==> src/rtl/gcb_pkg.sv <==
// ----------------------------------------------------------------------------
// gcb_pkg
// Shared types for the grapheme cluster boundary detector: break classes,
// Indic conjunct classes, conjunct tracking phase and the classified item.
// ----------------------------------------------------------------------------
`default_nettype none

package gcb_pkg;

    // grapheme break class codes
    typedef enum logic [3:0] {
        CLS_OTHER       = 4'd0,
        CLS_CR          = 4'd1,
        CLS_LF          = 4'd2,
        CLS_CONTROL     = 4'd3,
        CLS_EXTEND      = 4'd4,
        CLS_ZWJ         = 4'd5,
        CLS_RI          = 4'd6,
        CLS_PREPEND     = 4'd7,
        CLS_SPACINGMARK = 4'd8,
        CLS_L           = 4'd9,
        CLS_V           = 4'd10,
        CLS_T           = 4'd11,
        CLS_LV          = 4'd12,
        CLS_LVT         = 4'd13,
        CLS_PICT        = 4'd14
    } t_gclass;

    // indic conjunct class codes
    typedef enum logic [1:0] {
        CONJ_NONE      = 2'd0,
        CONJ_CONSONANT = 2'd1,
        CONJ_LINKER    = 2'd2,
        CONJ_EXTEND    = 2'd3
    } t_conj;

    // conjunct join tracking phase
    typedef enum logic [1:0] {
        PH_IDLE   = 2'd0,
        PH_CONS   = 2'd1,
        PH_LINKED = 2'd2
    } t_phase;

    // classified code point passed from front to back
    typedef struct packed {
        t_gclass cls;
        t_conj   conj;
        logic    sot;
        logic    cur_ctl;
        logic    cur_pict;
        logic    cur_ri;
    } t_item;

    localparam int unsigned QUEUE_DEPTH = 2;

endpackage

`default_nettype wire

==> src/rtl/gcb_if.sv <==
// ----------------------------------------------------------------------------
// gcb_if
// Valid/ready channels of the boundary detector: classified code points in,
// boundary flags out.
// ----------------------------------------------------------------------------
`default_nettype none

interface gcb_cp_if;
    logic       valid;
    logic       ready;
    logic [3:0] break_class;
    logic [1:0] conjunct_class;
    logic       start_of_text;

    modport source (output valid, output break_class, output conjunct_class,
                    output start_of_text, input ready);
    modport sink   (input valid, input break_class, input conjunct_class,
                    input start_of_text, output ready);
endinterface

interface gcb_brk_if;
    logic valid;
    logic ready;
    logic boundary_before;

    modport source (output valid, output boundary_before, input ready);
    modport sink   (input valid, input boundary_before, output ready);
endinterface

`default_nettype wire

==> src/rtl/gcb_front.sv <==
// ----------------------------------------------------------------------------
// gcb_front
// Accepts code point requests, folds out-of-range classes to other and
// predecodes the current-item flags into one registered item.
// ----------------------------------------------------------------------------
`default_nettype none

module gcb_front import gcb_pkg::*; (
    input  logic       i_clk,
    input  logic       i_rst_n,
    gcb_cp_if.sink     i_cp,
    output logic       o_valid,
    input  logic       i_ready,
    output t_item      o_item
);

    logic    r_valid;
    t_item   r_item;
    t_item   n_item;
    t_gclass cls;
    logic    take;

    // stage is free when empty or draining this cycle
    assign i_cp.ready = !r_valid || i_ready;
    assign take       = i_cp.valid && i_cp.ready;

    // classify: unused class code reads as other
    always_comb begin
        if (i_cp.break_class > CLS_PICT) begin
            cls = CLS_OTHER;
        end else begin
            cls = t_gclass'(i_cp.break_class);
        end
        n_item.cls      = cls;
        n_item.conj     = t_conj'(i_cp.conjunct_class);
        n_item.sot      = i_cp.start_of_text;
        n_item.cur_ctl  = (cls == CLS_CR) || (cls == CLS_LF) || (cls == CLS_CONTROL);
        n_item.cur_pict = (cls == CLS_PICT);
        n_item.cur_ri   = (cls == CLS_RI);
    end

    // valid flag
    always_ff @(posedge i_clk) begin
        if (!i_rst_n) begin
            r_valid <= 1'b0;
        end else if (take) begin
            r_valid <= 1'b1;
        end else if (i_ready) begin
            r_valid <= 1'b0;
        end
    end

    // payload
    always_ff @(posedge i_clk) begin
        if (take) begin
            r_item <= n_item;
        end
    end

    assign o_valid = r_valid;
    assign o_item  = r_item;

endmodule

`default_nettype wire

==> src/rtl/gcb_queue.sv <==
// ----------------------------------------------------------------------------
// gcb_queue
// Two-entry queue between classification and decision so that each side
// stalls on its own.
// ----------------------------------------------------------------------------
`default_nettype none

module gcb_queue import gcb_pkg::*; (
    input  logic  i_clk,
    input  logic  i_rst_n,
    input  logic  i_valid,
    output logic  o_ready,
    input  t_item i_item,
    output logic  o_valid,
    input  logic  i_ready,
    output t_item o_item
);

    localparam int unsigned PTR_W = (QUEUE_DEPTH > 1) ? $clog2(QUEUE_DEPTH) : 1;
    localparam int unsigned CNT_W = $clog2(QUEUE_DEPTH + 1);

    t_item              r_mem [QUEUE_DEPTH];
    logic [PTR_W-1:0]   r_wr_ptr;
    logic [PTR_W-1:0]   r_rd_ptr;
    logic [CNT_W-1:0]   r_count;
    logic               push;
    logic               pop;

    assign o_ready = (r_count != CNT_W'(QUEUE_DEPTH));
    assign o_valid = (r_count != '0);
    assign push    = i_valid && o_ready;
    assign pop     = o_valid && i_ready;
    assign o_item  = r_mem[r_rd_ptr];

    // pointers and fill count
    always_ff @(posedge i_clk) begin
        if (!i_rst_n) begin
            r_wr_ptr <= '0;
            r_rd_ptr <= '0;
            r_count  <= '0;
        end else begin
            if (push) begin
                r_wr_ptr <= (r_wr_ptr == PTR_W'(QUEUE_DEPTH - 1)) ? '0 : r_wr_ptr + 1'b1;
            end
            if (pop) begin
                r_rd_ptr <= (r_rd_ptr == PTR_W'(QUEUE_DEPTH - 1)) ? '0 : r_rd_ptr + 1'b1;
            end
            if (push && !pop) begin
                r_count <= r_count + 1'b1;
            end else if (pop && !push) begin
                r_count <= r_count - 1'b1;
            end
        end
    end

    // entry storage
    always_ff @(posedge i_clk) begin
        if (push) begin
            r_mem[r_wr_ptr] <= i_item;
        end
    end

endmodule

`default_nettype wire

==> src/rtl/gcb_back.sv <==
// ----------------------------------------------------------------------------
// gcb_back
// Holds the cluster state and decides one boundary per cycle unless o_brk
// stalls: pair table, conjunct join, emoji ZWJ join and regional indicator pairing.
// ----------------------------------------------------------------------------
`default_nettype none

module gcb_back import gcb_pkg::*; (
    input  logic      i_clk,
    input  logic      i_rst_n,
    input  logic      i_valid,
    output logic      o_ready,
    input  t_item     i_item,
    gcb_brk_if.source o_brk
);

    // pair table: 1 means a break between a and b
    function automatic logic pair_breaks(input t_gclass a, input t_gclass b);
        logic a_ctl;
        logic b_ctl;
        logic brk;
        a_ctl = (a == CLS_CR) || (a == CLS_LF) || (a == CLS_CONTROL);
        b_ctl = (b == CLS_CR) || (b == CLS_LF) || (b == CLS_CONTROL);
        if (a == CLS_CR && b == CLS_LF) begin
            brk = 1'b0;
        end else if (a_ctl || b_ctl) begin
            brk = 1'b1;
        end else if (a == CLS_L && (b inside {CLS_L, CLS_V, CLS_LV, CLS_LVT})) begin
            brk = 1'b0;
        end else if ((a inside {CLS_LV, CLS_V}) && (b inside {CLS_V, CLS_T})) begin
            brk = 1'b0;
        end else if ((a inside {CLS_LVT, CLS_T}) && b == CLS_T) begin
            brk = 1'b0;
        end else if (b inside {CLS_EXTEND, CLS_ZWJ, CLS_SPACINGMARK}) begin
            brk = 1'b0;
        end else if (a == CLS_PREPEND) begin
            brk = 1'b0;
        end else begin
            brk = 1'b1;
        end
        return brk;
    endfunction

    t_gclass r_prior;
    logic    r_pict_start;
    logic    r_ri_odd;
    t_phase  r_phase;
    logic    r_out_valid;
    logic    r_out_brk;

    t_gclass n_prior;
    logic    n_pict_start;
    logic    n_ri_odd;
    t_phase  n_phase;
    logic    brk;
    logic    prev_ctl;
    t_phase  ph;
    logic    take;

    assign o_ready = !r_out_valid || o_brk.ready;
    assign take    = i_valid && o_ready;
    assign prev_ctl = (r_prior == CLS_CR) || (r_prior == CLS_LF) || (r_prior == CLS_CONTROL);

    // boundary decision
    always_comb begin
        ph = r_phase;
        if (i_item.sot) begin
            brk = 1'b1;
            ph  = PH_IDLE;
        end else if (r_phase == PH_LINKED && i_item.conj == CONJ_CONSONANT &&
                     !prev_ctl && !i_item.cur_ctl) begin
            brk = 1'b0;
        end else if (r_pict_start && r_prior == CLS_ZWJ && i_item.cur_pict) begin
            brk = 1'b0;
        end else if (r_ri_odd && r_prior == CLS_RI && i_item.cur_ri) begin
            brk = 1'b0;
        end else begin
            brk = pair_breaks(r_prior, i_item.cls);
        end
    end

    // state update
    always_comb begin
        n_prior      = i_item.cls;
        n_pict_start = r_pict_start;
        n_ri_odd     = r_ri_odd;
        if (brk) begin
            n_pict_start = i_item.cur_pict;
            n_ri_odd     = i_item.cur_ri;
        end else if (i_item.cur_ri) begin
            n_ri_odd     = !r_ri_odd;
        end
        case (i_item.conj)
            CONJ_CONSONANT: n_phase = PH_CONS;
            CONJ_LINKER:    n_phase = (ph != PH_IDLE) ? PH_LINKED : PH_IDLE;
            CONJ_EXTEND:    n_phase = ph;
            default:        n_phase = PH_IDLE;
        endcase
    end

    // cluster state
    always_ff @(posedge i_clk) begin
        if (!i_rst_n) begin
            r_prior      <= CLS_OTHER;
            r_pict_start <= 1'b0;
            r_ri_odd     <= 1'b0;
            r_phase      <= PH_IDLE;
        end else if (take) begin
            r_prior      <= n_prior;
            r_pict_start <= n_pict_start;
            r_ri_odd     <= n_ri_odd;
            r_phase      <= n_phase;
        end
    end

    // output register
    always_ff @(posedge i_clk) begin
        if (!i_rst_n) begin
            r_out_valid <= 1'b0;
        end else if (take) begin
            r_out_valid <= 1'b1;
        end else if (o_brk.ready) begin
            r_out_valid <= 1'b0;
        end
    end

    always_ff @(posedge i_clk) begin
        if (take) begin
            r_out_brk <= brk;
        end
    end

    assign o_brk.valid           = r_out_valid;
    assign o_brk.boundary_before = r_out_brk;

endmodule

`default_nettype wire

==> src/rtl/grapheme_cluster_boundary.sv <==
// ----------------------------------------------------------------------------
// grapheme_cluster_boundary
// Extended grapheme cluster boundary detector over classified code points.
// ----------------------------------------------------------------------------
// i_cp carries one classified code point per request (break class, Indic
// conjunct class, start-of-text flag); o_brk returns one boundary_before
// flag per request, in order.
// A request passes the classify register, a queue entry and the
// decision/output register before its result is valid on o_brk.
// Throughput: one code point per cycle while o_brk takes results; the cluster
// state update is a loop closed through the decision stage registers.
// A two-entry queue sits between the classify stage and the decision stage,
// and the result has its own output register, so a new request is taken
// while a finished result waits.
// When o_brk stalls, results hold and the queue fills; i_cp.ready drops only
// once the output register, queue and classify stage are all full.
// Reset (synchronous, active low) empties every stage and clears the cluster
// state: prior class other, no pictographic start, even RI parity, conjunct
// tracking idle.
// ----------------------------------------------------------------------------
`default_nettype none

module grapheme_cluster_boundary import gcb_pkg::*; (
    input  logic      i_clk,
    input  logic      i_rst_n,
    gcb_cp_if.sink    i_cp,
    gcb_brk_if.source o_brk
);

    logic  front_valid;
    logic  front_ready;
    t_item front_item;
    logic  queue_valid;
    logic  queue_ready;
    t_item queue_item;

    // classify stage
    gcb_front u_front (
        .i_clk   (i_clk),
        .i_rst_n (i_rst_n),
        .i_cp    (i_cp),
        .o_valid (front_valid),
        .i_ready (front_ready),
        .o_item  (front_item)
    );

    // decoupling queue
    gcb_queue u_queue (
        .i_clk   (i_clk),
        .i_rst_n (i_rst_n),
        .i_valid (front_valid),
        .o_ready (front_ready),
        .i_item  (front_item),
        .o_valid (queue_valid),
        .i_ready (queue_ready),
        .o_item  (queue_item)
    );

    // decision stage
    gcb_back u_back (
        .i_clk   (i_clk),
        .i_rst_n (i_rst_n),
        .i_valid (queue_valid),
        .o_ready (queue_ready),
        .i_item  (queue_item),
        .o_brk   (o_brk)
    );

endmodule

`default_nettype wire

==> src/flat_wrapper.sv <==
// flat-port wrapper written by rule: the top's interface ports become plain ports
module grapheme_cluster_boundary_flat import gcb_pkg::*;
  (i_clk, i_rst_n, i_cp_valid, i_cp_break_class, i_cp_conjunct_class, i_cp_start_of_text, i_cp_ready, o_brk_valid, o_brk_boundary_before, o_brk_ready);
  gcb_cp_if i_cp_i ();
  gcb_brk_if o_brk_i ();
  input  logic i_clk;
  input  logic i_rst_n;
  input wire logic [$bits(i_cp_i.valid)-1:0] i_cp_valid;
  input wire logic [$bits(i_cp_i.break_class)-1:0] i_cp_break_class;
  input wire logic [$bits(i_cp_i.conjunct_class)-1:0] i_cp_conjunct_class;
  input wire logic [$bits(i_cp_i.start_of_text)-1:0] i_cp_start_of_text;
  output wire logic [$bits(i_cp_i.ready)-1:0] i_cp_ready;
  output wire logic [$bits(o_brk_i.valid)-1:0] o_brk_valid;
  output wire logic [$bits(o_brk_i.boundary_before)-1:0] o_brk_boundary_before;
  input wire logic [$bits(o_brk_i.ready)-1:0] o_brk_ready;
  assign i_cp_i.valid = i_cp_valid;
  assign i_cp_i.break_class = i_cp_break_class;
  assign i_cp_i.conjunct_class = i_cp_conjunct_class;
  assign i_cp_i.start_of_text = i_cp_start_of_text;
  assign i_cp_ready = i_cp_i.ready;
  assign o_brk_valid = o_brk_i.valid;
  assign o_brk_boundary_before = o_brk_i.boundary_before;
  assign o_brk_i.ready = o_brk_ready;
  grapheme_cluster_boundary u_core (.i_clk(i_clk), .i_rst_n(i_rst_n), .i_cp(i_cp_i), .o_brk(o_brk_i));
endmodule
==> config.mk <==
export PLATFORM = sky130hd
export DESIGN_NAME = grapheme_cluster_boundary_flat
export DESIGN_NICKNAME = d
export VERILOG_FILES = /design/src/rtl/gcb_pkg.sv /design/src/rtl/gcb_if.sv /design/src/rtl/gcb_front.sv /design/src/rtl/gcb_queue.sv /design/src/rtl/gcb_back.sv /design/src/rtl/grapheme_cluster_boundary.sv /design/src/flat_wrapper.sv
export SDC_FILE = /design/constraint.sdc
export NUM_CORES = 1
export LEC_CHECK = 0
export ABC_CLOCK_PERIOD_IN_PS = 6300
export BUFFER_PORTS_ARGS = -buffer_cell sky130_fd_sc_hd__buf_2
export CORE_MARGIN = 3
export CORE_UTILIZATION = 40
export CTS_BUF_LIST = sky130_fd_sc_hd__clkbuf_4
export DETAILED_ROUTE_END_ITERATION = 8
export GPL_ROUTABILITY_DRIVEN = 0
export PLACE_DENSITY = 0.55
export SLEW_MARGIN = 20
export SYNTH_ARGS = -nofsm -noshare
export SYNTH_HDL_FRONTEND = slang
export SYNTH_HIERARCHICAL = 1
export SYNTH_SLANG_ARGS = --single-unit
export TNS_END_PERCENT = 20
==> constraint.sdc <==
create_clock -name i_clk -period 6.3 [get_ports i_clk]
set_input_delay 0.63 -clock i_clk [delete_from_list [all_inputs] [get_ports i_clk]]
set_output_delay 0.63 -clock i_clk [all_outputs]
set_load 0.01 [all_outputs]
==> reports/metrics.cfg, run 1 <==
[status]
status = completed

[global_route]
grt_usage_pct = 12.09
grt_first_pass_wirelength_um = 5658
antenna_found_initial = 0
grt_max_degree = 14
grt_pass1_vias = 1233
overflow = 0

[finish]
drive_gt1_share_pct = 22.29
final_nets = 186
mostFrequentLayoutCells = edfxtp_1 (31), dfxtp_1 (15), buf_2 (13)
area_growth_pct = 11.40
final_common_cell = edfxtp_1
diodes = 0
fillers = 414
final_cells = 240

[die]
core_um2 = 4534
ioPinCount = 14
die-width_um = 76.08
initial_core_util_pct = 43.32
rows = 24
die_area_um2 = 5788
die_h_um = 76.08

[drt]
dr.pass1.iters = 4
viasPerCell = 5.142
post_drt_wl_per_cell_um = 13.54
vias = 1234
drt.antenna.violating_nets = 0
drt_iter0_markers = 81
drc_errors = 0
wl_um = 3250

[worst_hold_path]
hold_path_class = flop to flop
hp-start = u_core/u_front/o_item[1]

[yosys]
yosys.area.top_type = edfxtp_1
ys_seq_area_share_pct = 62.68
synth_cells = 155
synth_area_um2 = 1964
async_flop_share_pct = 0
postSynthNetCount = 167
synth_edf_count = 31
synth.top_cells.by_area = edfxtp_1 (47%), dfxtp_1 (15%), mux2_2 (5.7%)
synth_seq_cells = 46
yosysUniqueCellTypes = 45
synth_top_area_share_pct = 47.39
ys_dominant_reg_cell = edfxtp_1
avgSynthCellArea_um2 = 12.67
yosys_warnings = 6

[placement]
io_buffers = 13
dp_hpwl_um = 2369
post-place-cells = 232

[clock_network]
root_buffer = clkbuf_4
tritoncts = built
post_cts_buffers = 0
insertion_delay_ns = 0.34
cts_buffers = 5
clock-sinks = 46
h-tree-depth = 2
clkTransAtPathRegs_ns = 0.13
cts.path.max_buffers = 2
ctsResizeCount = 0
ctsHoldBuffers = 0

[timing]
rsz0062_at_grt = no
skew_ns = 0.01116
fin_setup_tns_ns = 0
setup_viol = 0
worst_pin_slew_ns = 0.4707
relSlewSlack_pct = 68.62
finalCritPeriodShare_pct = 36.81
hold_viol_final = 0
final_max_slew_viol_count = 0
max_clock_freq_mhz = 431.2
min_period_ns = 2.319
holdWs_ns = 0.4567

[setup_path]
cp.arrival_ns = 2.57
crit_path_max_fanout = 10
critPathKind = flop to flop
end_kind = flop
worstPathRequired_ns = 6.55
cp-start-kind = flop

[flow_run]
cap_violations = 0

[power_and_ir_drop]
vdd_drop_max_mv = 0.1341
cellPowerDensity_nw_per_um2 = 369.5
power_leakage_nw = 0.7798

-- final cells by class --
cell class	count	area [um2]	share of cell area (%)
Timing Repair Buffer	13	65.06	2.973
Tap cell	65	81.33	3.716
Clock buffer	7	52.55	2.401
Multi-Input combinational cell	97	686.9	31.39
Clock inverter	1	30.03	1.372
Sequential cell	46	1231	56.26
Inverter	11	41.29	1.887
-- cell families (layout without fill, tap and decap cells) --
family | Yosys count | in the layout | synth area share (%)
compound gates | 31 | 31 | 10.70
xor+xnor | 3 | 3 | 1.338
fa+ha+maj | 1 | 1 | 0.6368
buf+inv | 12 | 32 | 2.356
flops | 46 | 46 | 62.68
mux | 10 | 10 | 5.733
simple gates | 52 | 52 | 16.56
-- critical path, stage by stage, from the launching register on --
cell,delay [ns]
dfxtp_1,0.58
mux2_2,0.44
or4b_1,0.52
o21ai_1,0.13
a211oi_1,0.13
and2_1,0.20
a41o_1,0.23
-- synth_stat cells, drive strengths merged, types with 2 or more instances --
cell type	count
a211oi	2
a21oi	10
a31oi	6
and2	3
and3	2
dfxtp	15
edfxtp	31
inv	10
mux2	10
nand2	11
nand2b	4
nand3b	3
nand4b	2
nor2	6
nor2b	2
nor3b	2
nor4	3
nor4b	3
o21ai	5
or2	3
xor2	3
-- through the flow --
| step | cell area [um2] | setup WS, ns | util (%) | total power, mW |
|---|---|---|---|---|
| after floorplan | 1964 | 4.185 | - | 0.5838 |
| after global placement | 2106 | 4.030 | 46.44 | 0.6290 |
| after detailed placement | 2106 | 3.982 | 46.44 | 0.6385 |
| after CTS | 2188 | 3.966 | 48.26 | 0.8182 |
| after global routing | 2188 | 3.746 | 48.26 | 0.8664 |
| final | 2188 | 3.981 | 48.26 | 0.8086 |
-- worst paths after layout --
path | cells after the start | slack [ns] | to
setup / recovery | 6 | 3.98 | u_core/u_back/r_pict_start
hold / removal | 0 | 0.46 | u_core/u_queue/r_mem[0][1]
setup reg to reg | 6 | 3.98 | u_core/u_back/r_pict_start
hold reg to reg | 0 | 0.46 | u_core/u_queue/r_mem[0][1]
-- power by group --
part | total [mW] | leakage [nW] | internal (mW) | switching, mW
logic | 0.219 | 0.319 | 0.0973 | 0.121
registers | 0.413 | 0.415 | 0.372 | 0.0404
clock network | 0.177 | 0.0463 | 0.0929 | 0.0842
-- routing by layer --
metal | global-route usage [%] | share of wire (%) | up-vias
met4 | 4.529 | 1.1 | 0
met5 | 0 | 0 | -
li1 | - | - | 620
met1 | 15.11 | 46 | 589
met2 | 19.77 | 49 | 20
met3 | 3.664 | 3.4 | 5
-- flip-flops by register name (all words and copies together) (netlist names), named ones only --
register and cells:
u_core/u_front/o_item 10, u_core/u_back/r_pict_start 1, u_core/u_back/o_brk.boundary_before 1, u_core/u_queue/r_mem 20
u_core/u_queue/r_wr_ptr 1, u_core/u_back/r_phase 2, u_core/u_back/r_ri_odd 1, u_core/u_queue/r_count 2
u_core/u_back/o_brk.valid 1, u_core/u_queue/r_rd_ptr 1, u_core/u_front/o_valid 1, u_core/u_back/r_prior 4
No activity file was read; power rests on OpenSTA's default activity.
==> inputs of run 2 (changes only) <==
Settings changed: ABC_CLOCK_PERIOD_IN_PS 6300 to 2200.
Clock period 6.3 ns to 2.2 ns, I/O delays scaled along.
==> run 2 against run 1 <==
Flip-flop and latch count stayed put. Clock power is 120% higher. Count of clock-buffer cells in the layout is 1 lower. Hold slack worse by 0.42 ns. Sequential power grew to 2.9 times the previous value. Core utilization is 0.41 points higher. Fmax is 10% higher. First-iteration DRC count is 51% higher. Global-route usage is 0.45 points higher. Combinational power grew to 3.2 times the previous value. Power grew to 2.8 times the previous value. Via count is 0.89% higher. Critical path type unchanged.
==> reports/metrics.cfg, run 2 (synthesis results as in run 1) <==
[flow_run]
cap_violations = 0  ; unchanged

[timing]
max_clock_freq_mhz = 475.5  ; was 431.2 MHz
final_max_slew_viol_count = 0  ; unchanged
worst_pin_slew_ns = 0.4810  ; was 0.4707 ns
hold_viol_final = 0  ; unchanged
finalCritPeriodShare_pct = 95.59  ; was 36.81%
skew_ns = 0.005435  ; was 0.01116 ns
setup_viol = 0  ; unchanged
final.setup.worst_slack_ns = 0.09700  ; was 3.981 ns
min_period_ns = 2.103  ; was 2.319 ns
holdWs_ns = 0.04083  ; was 0.4567 ns
relSlewSlack_pct = 67.94  ; was 68.62%

[finish]
top_register = u_core/u_queue/r_mem  ; unchanged
final_nets = 188  ; was 186
mostFrequentLayoutCells = edfxtp_1 (31), dfxtp_1 (14), buf_2 (13)  ; was edfxtp_1 (31), dfxtp_1 (15), buf_2 (13)
final_common_cell = edfxtp_1  ; unchanged
drive_gt1_share_pct = 25.42  ; was 22.29%
final_cells = 242  ; was 240
fillers = 402  ; was 414
fin_util_pct = 48.68  ; was 48.26%
area_growth_pct = 12.36  ; was 11.40%
largest_register_ffs = 20  ; unchanged
diodes = 0  ; unchanged

[placement]
place_ws_ns = -0.05298  ; was 3.982 ns
dp_hpwl_um = 2571  ; was 2369 um
io_buffers = 13  ; unchanged
post-place-cells = 234  ; was 232

[drt]
drt.antenna.violating_nets = 0  ; unchanged
drt_iter0_markers = 122  ; was 81
vias = 1245  ; was 1234
post_drt_wl_per_cell_um = 14.46  ; was 13.54 um
viasPerCell = 5.145  ; was 5.142
dr.pass1.iters = 4  ; unchanged
wl_um = 3500  ; was 3250 um
drc_errors = 0  ; unchanged

[die]
ioPinCount = 14  ; unchanged
die_area_um2 = 5788  ; unchanged
rows = 24  ; unchanged
initial_core_util_pct = 43.32  ; unchanged
core_um2 = 4534  ; unchanged
die-width_um = 76.08  ; unchanged
die_h_um = 76.08  ; unchanged

[clock_network]
tritoncts = built  ; unchanged
cts.path.max_buffers = 2  ; unchanged
h-tree-depth = 2  ; unchanged
clock-sinks = 46  ; unchanged
insertion_delay_ns = 0.34  ; about the same
root_buffer = clkbuf_4  ; unchanged
cts_buffers = 5  ; unchanged
post_cts_buffers = 0  ; unchanged
clkTransAtPathRegs_ns = 0.13  ; about the same
ctsHoldBuffers = 0  ; unchanged

[setup_path]
critPathKind = flop to flop  ; unchanged
cp_slowest_stage_delay_ns = 0.53  ; was 0.58 ns
worstPathRequired_ns = 2.45  ; was 6.55 ns
cpMaxStageDelayCell = or4b_1  ; was dfxtp_1
cp_cell_sequence = mux2_4, or4b_1, o21ai_1, a211oi_2, and2_1, a41o_1  ; was mux2_2, or4b_1, o21ai_1, a211oi_1, and2_1, a41o_1
cp.arrival_ns = 2.36  ; was 2.57 ns
crit_path_max_fanout = 7  ; was 10
cp-start-kind = flop  ; unchanged
end_kind = flop  ; unchanged
path_buf_inv = 0  ; unchanged
cp_top_family = simple AND/OR/NAND/NOR gates  ; unchanged

[global_route]
overflow = 0  ; unchanged
grt_usage_pct = 12.54  ; was 12.09%
grt_first_pass_wirelength_um = 5851  ; was 5658 um
grt_pass1_vias = 1244  ; was 1233
antenna_found_initial = 0  ; unchanged
grt_max_degree = 15  ; was 14

[power_and_ir_drop]
vdd_drop_max_mv = 0.4375  ; was 0.1341 mV
finalPower_mw = 2.277  ; was 0.8086 mW
cellPowerDensity_nw_per_um2 = 1032  ; was 369.5 nW/um2
power_leakage_nw = 0.7869  ; was 0.7798 nW

[status]
status = completed  ; unchanged

[worst_hold_path]
hold_path_class = input port to flop  ; was flop to flop

run 2: cell count changes in the layout (fill, tap and decap cells not counted), sizes merged:
cell / previous run / this run
clkinvlp: 0 / 1
clkinv: 1 / 2
buf: 13 / 15
clkbuf: 7 / 6
bufinv: 1 / 0
run 2: per-layer routing:
metal / part of all wire [%] / global-route usage [%]
met5: 0 / 0
met4: 1.4 / 4.710
met3: 3.0 / 3.664
met2: 49 / 19.95
met1: 47 / 16.24
run 2: cell type report:
cell class	count	area, um2	area share, %
inverters	11	41.29	1.871
clock inverters	2	13.76	0.6236
flip-flops and latches	46	1235	55.95
multi-input cells	97	710.7	32.20
well taps	65	81.33	3.685
clock buffers	6	45.04	2.041
repair buffers	15	80.08	3.628
run 2: final timing paths:
kind / startpoint / to / slack (ns) / depth (start not counted)
max: flop / u_core/u_back/r_pict_start / 0.1 / 6
min: i_cp_start_of_text / u_core/u_front/o_item[3] / 0.04 / 1
max reg2reg: flop / u_core/u_back/r_pict_start / 0.1 / 6
min reg2reg: u_core/u_front/o_item[4] / u_core/u_queue/r_mem[1][4] / 0.46 / 0
run 2: per-stage QoR:
step,TNS (ns),instance area (um2)
final,0,2207
after global routing,-0.0001303,2207
after CTS,0,2181
after detailed placement,-0.1006,2121
after global placement,0,2121
after floorplan,0,1964
run 2: report_power, final:
part / internal, mW / leakage (nW) / switching, mW
Clock: 0.137 / 0.0318 / 0.257
Combinational: 0.315 / 0.340 / 0.380
Sequential: 1.07 / 0.415 / 0.115
run 2: worst reg2reg max path, stage by stage, from the launching register on:
cell,delay (ns)
dfxtp_4,0.42
mux2_4,0.35
or4b_1,0.53
o21ai_1,0.17
a211oi_2,0.12
and2_1,0.20
a41o_1,0.24
run 2: what timing repair did:
item	CTS	global route
gates resized for setup	1	6
gates cloned	0	0
setup endpoints to repair	2	3
pin swaps	0	0
endpoints found under the hold margin	0	0
==> inputs of run 3 (changes only) <==
Settings changed: SETUP_SLACK_MARGIN set to 0.2.
==> run 3 against run 2 <==
Non-clock buffer count up 3. Critical path depth unchanged. Register-to-register slack about the same. Count of clock-buffer cells in the layout down 1. Flip-flop and latch count unchanged. Power up 12%. Sequential power about the same. Final cell count up 1.2%. Clock power up 53%. Via count up 0.56%. Highest routed layer unchanged.
==> reports/metrics.cfg, run 3 (synthesis results as in run 1) <==
[finish]
area_growth_pct = 18.09  ; was 12.36%
drive_gt1_share_pct = 27.78  ; was 25.42%
mostFrequentLayoutCells = edfxtp_1 (31), dfxtp_1 (14), buf_2 (13)  ; unchanged
top_register = u_core/u_queue/r_mem  ; unchanged
largest_register_ffs = 20  ; unchanged
fin_util_pct = 51.16  ; was 48.68%
final_cells = 245  ; was 242
final_nets = 191  ; was 188
diodes = 0  ; unchanged
final_common_cell = edfxtp_1  ; unchanged

[die]
core_um2 = 4534  ; unchanged
die-width_um = 76.08  ; unchanged
initial_core_util_pct = 43.32  ; unchanged
die_area_um2 = 5788  ; unchanged
rows = 24  ; unchanged
die_h_um = 76.08  ; unchanged
ioPinCount = 14  ; unchanged

[drt]
wl_met2_um = 1691  ; was 1709 um
wl_um = 3470  ; was 3500 um
post_drt_wl_per_cell_um = 14.16  ; was 14.46 um
dr.pass1.iters = 4  ; unchanged
wl_met1_um = 1544  ; was 1636 um
drc_errors = 0  ; unchanged
drt_iter0_markers = 69  ; was 122
viasPerCell = 5.110  ; was 5.145
drt.antenna.violating_nets = 0  ; unchanged
maxUsedRoutingLayer = met4  ; unchanged
wl_met3_um = 179  ; was 106 um
vias = 1252  ; was 1245

[clock_network]
root_buffer = clkbuf_4  ; unchanged
cts_buffers = 5  ; unchanged
h-tree-depth = 2  ; unchanged
cts.path.max_buffers = 2  ; unchanged
clock-sinks = 46  ; unchanged
tritoncts = built  ; unchanged
clkTransAtPathRegs_ns = 0.13  ; about the same
insertion_delay_ns = 0.35  ; was 0.34 ns

[timing]
hold_viol_final = 0  ; unchanged
finalCritPeriodShare_pct = 95.49  ; was 95.59%
relSlewSlack_pct = 68.63  ; was 67.94%
max_clock_freq_mhz = 476.0  ; was 475.5 MHz
worst_pin_slew_ns = 0.4705  ; was 0.4810 ns
min_period_ns = 2.101  ; was 2.103 ns
setup_viol = 0  ; unchanged
final_max_slew_viol_count = 0  ; unchanged
skew_ns = 0.007724  ; was 0.005435 ns
rsz0062_at_grt = yes
holdWs_ns = 0.04304  ; was 0.04083 ns
final.setup.worst_slack_ns = 0.09924  ; was 0.09700 ns

[worst_hold_path]
whs_path_depth = 1  ; unchanged
hold_path_class = input port to flop  ; unchanged
hp-start = i_cp_conjunct_class[0]  ; was i_cp_start_of_text

[power_and_ir_drop]
cellPowerDensity_nw_per_um2 = 1102  ; was 1032 nW/um2
vdd_drop_max_mv = 0.5106  ; was 0.4375 mV
power_leakage_nw = 0.8385  ; was 0.7869 nW

[placement]
dp_hpwl_um = 2334  ; was 2571 um
post-place-cells = 234  ; unchanged
place_ws_ns = -0.03627  ; was -0.05298 ns
io_buffers = 13  ; unchanged

[setup_path]
crit_path_max_fanout = 8  ; was 7
reg2reg_slack_ns = 0.1  ; about the same
cp-start-kind = flop  ; unchanged
cp.arrival_ns = 2.36  ; about the same
r2r_cells = 6  ; unchanged
worstPathRequired_ns = 2.46  ; was 2.45 ns
critPathKind = flop to flop  ; unchanged
end_kind = flop  ; unchanged

[global_route]
antenna_found_initial = 0  ; unchanged
grt_pass1_vias = 1200  ; was 1244
grt_first_pass_wirelength_um = 5934  ; was 5851 um
overflow = 0  ; unchanged
grt_max_degree = 15  ; unchanged
grt_usage_pct = 12.81  ; was 12.54%

[flow_run]
cap_violations = 0  ; unchanged

[status]
status = completed  ; unchanged

==> run 3: metrics by stage <==
stage | instance area, um2 | power [mW] | TNS (ns)
2_1_floorplan | 1984 | 1.704 | 0
3_3_place_gp | 2135 | 1.858 | 0
3_5_place_dp | 2135 | 1.880 | -0.06069
4_1_cts | 2285 | 2.546 | 0
5_1_grt | 2320 | 2.725 | 0
6_report | 2320 | 2.556 | 0
==> run 3: path summary, 6_finish.rpt <==
check,endpoint
max,u_core/u_back/r_pict_start
min,u_core/u_front/o_item[4]
max reg2reg,u_core/u_back/r_pict_start
min reg2reg,u_core/u_queue/r_mem[0][0]
==> run 3: where the power goes <==
group | switching [mW] | total (mW) | internal [mW]
Combinational | 0.406 | 0.762 | 0.356
Clock | 0.253 | 0.603 | 0.350
Sequential | 0.119 | 1.19 | 1.07
==> run 3: cell type report <==
cell class	count	area, um2
tap	65	81.33
multi-input combinational	97	755.7
timing repair buffer	18	105.1
sequential	46	1235
inverter	11	41.29
fill	393	2215
clock inverter	3	63.81
clock buffer	5	37.54
==> run 3: critical path: stages, from the launching register on <==
cell and delay [ns]:
dfxtp_4 0.43, mux2_4 0.35, or4b_4 0.55, o21ai_2 0.17, a211oi_2 0.11, and2_1 0.21
a41o_1 0.18
==> run 3: what timing repair did <==
item / 4_1_cts / 5_1_grt
endpoints found under the setup margin: 3 / 3
hold endpoints to repair: 0 / 1
buffers inserted: 1 / 1
gates resized for setup: 7 / 4
hold buffers: 0 / 1
pin swaps: 6 / 2
==> run 3: metal layers <==
layer | track usage, % | vias up
li1 | - | 632
met1 | 16.60 | 578
met2 | 19.86 | 35
met3 | 3.901 | 7
met4 | 5.616 | 0
met5 | 0 | -
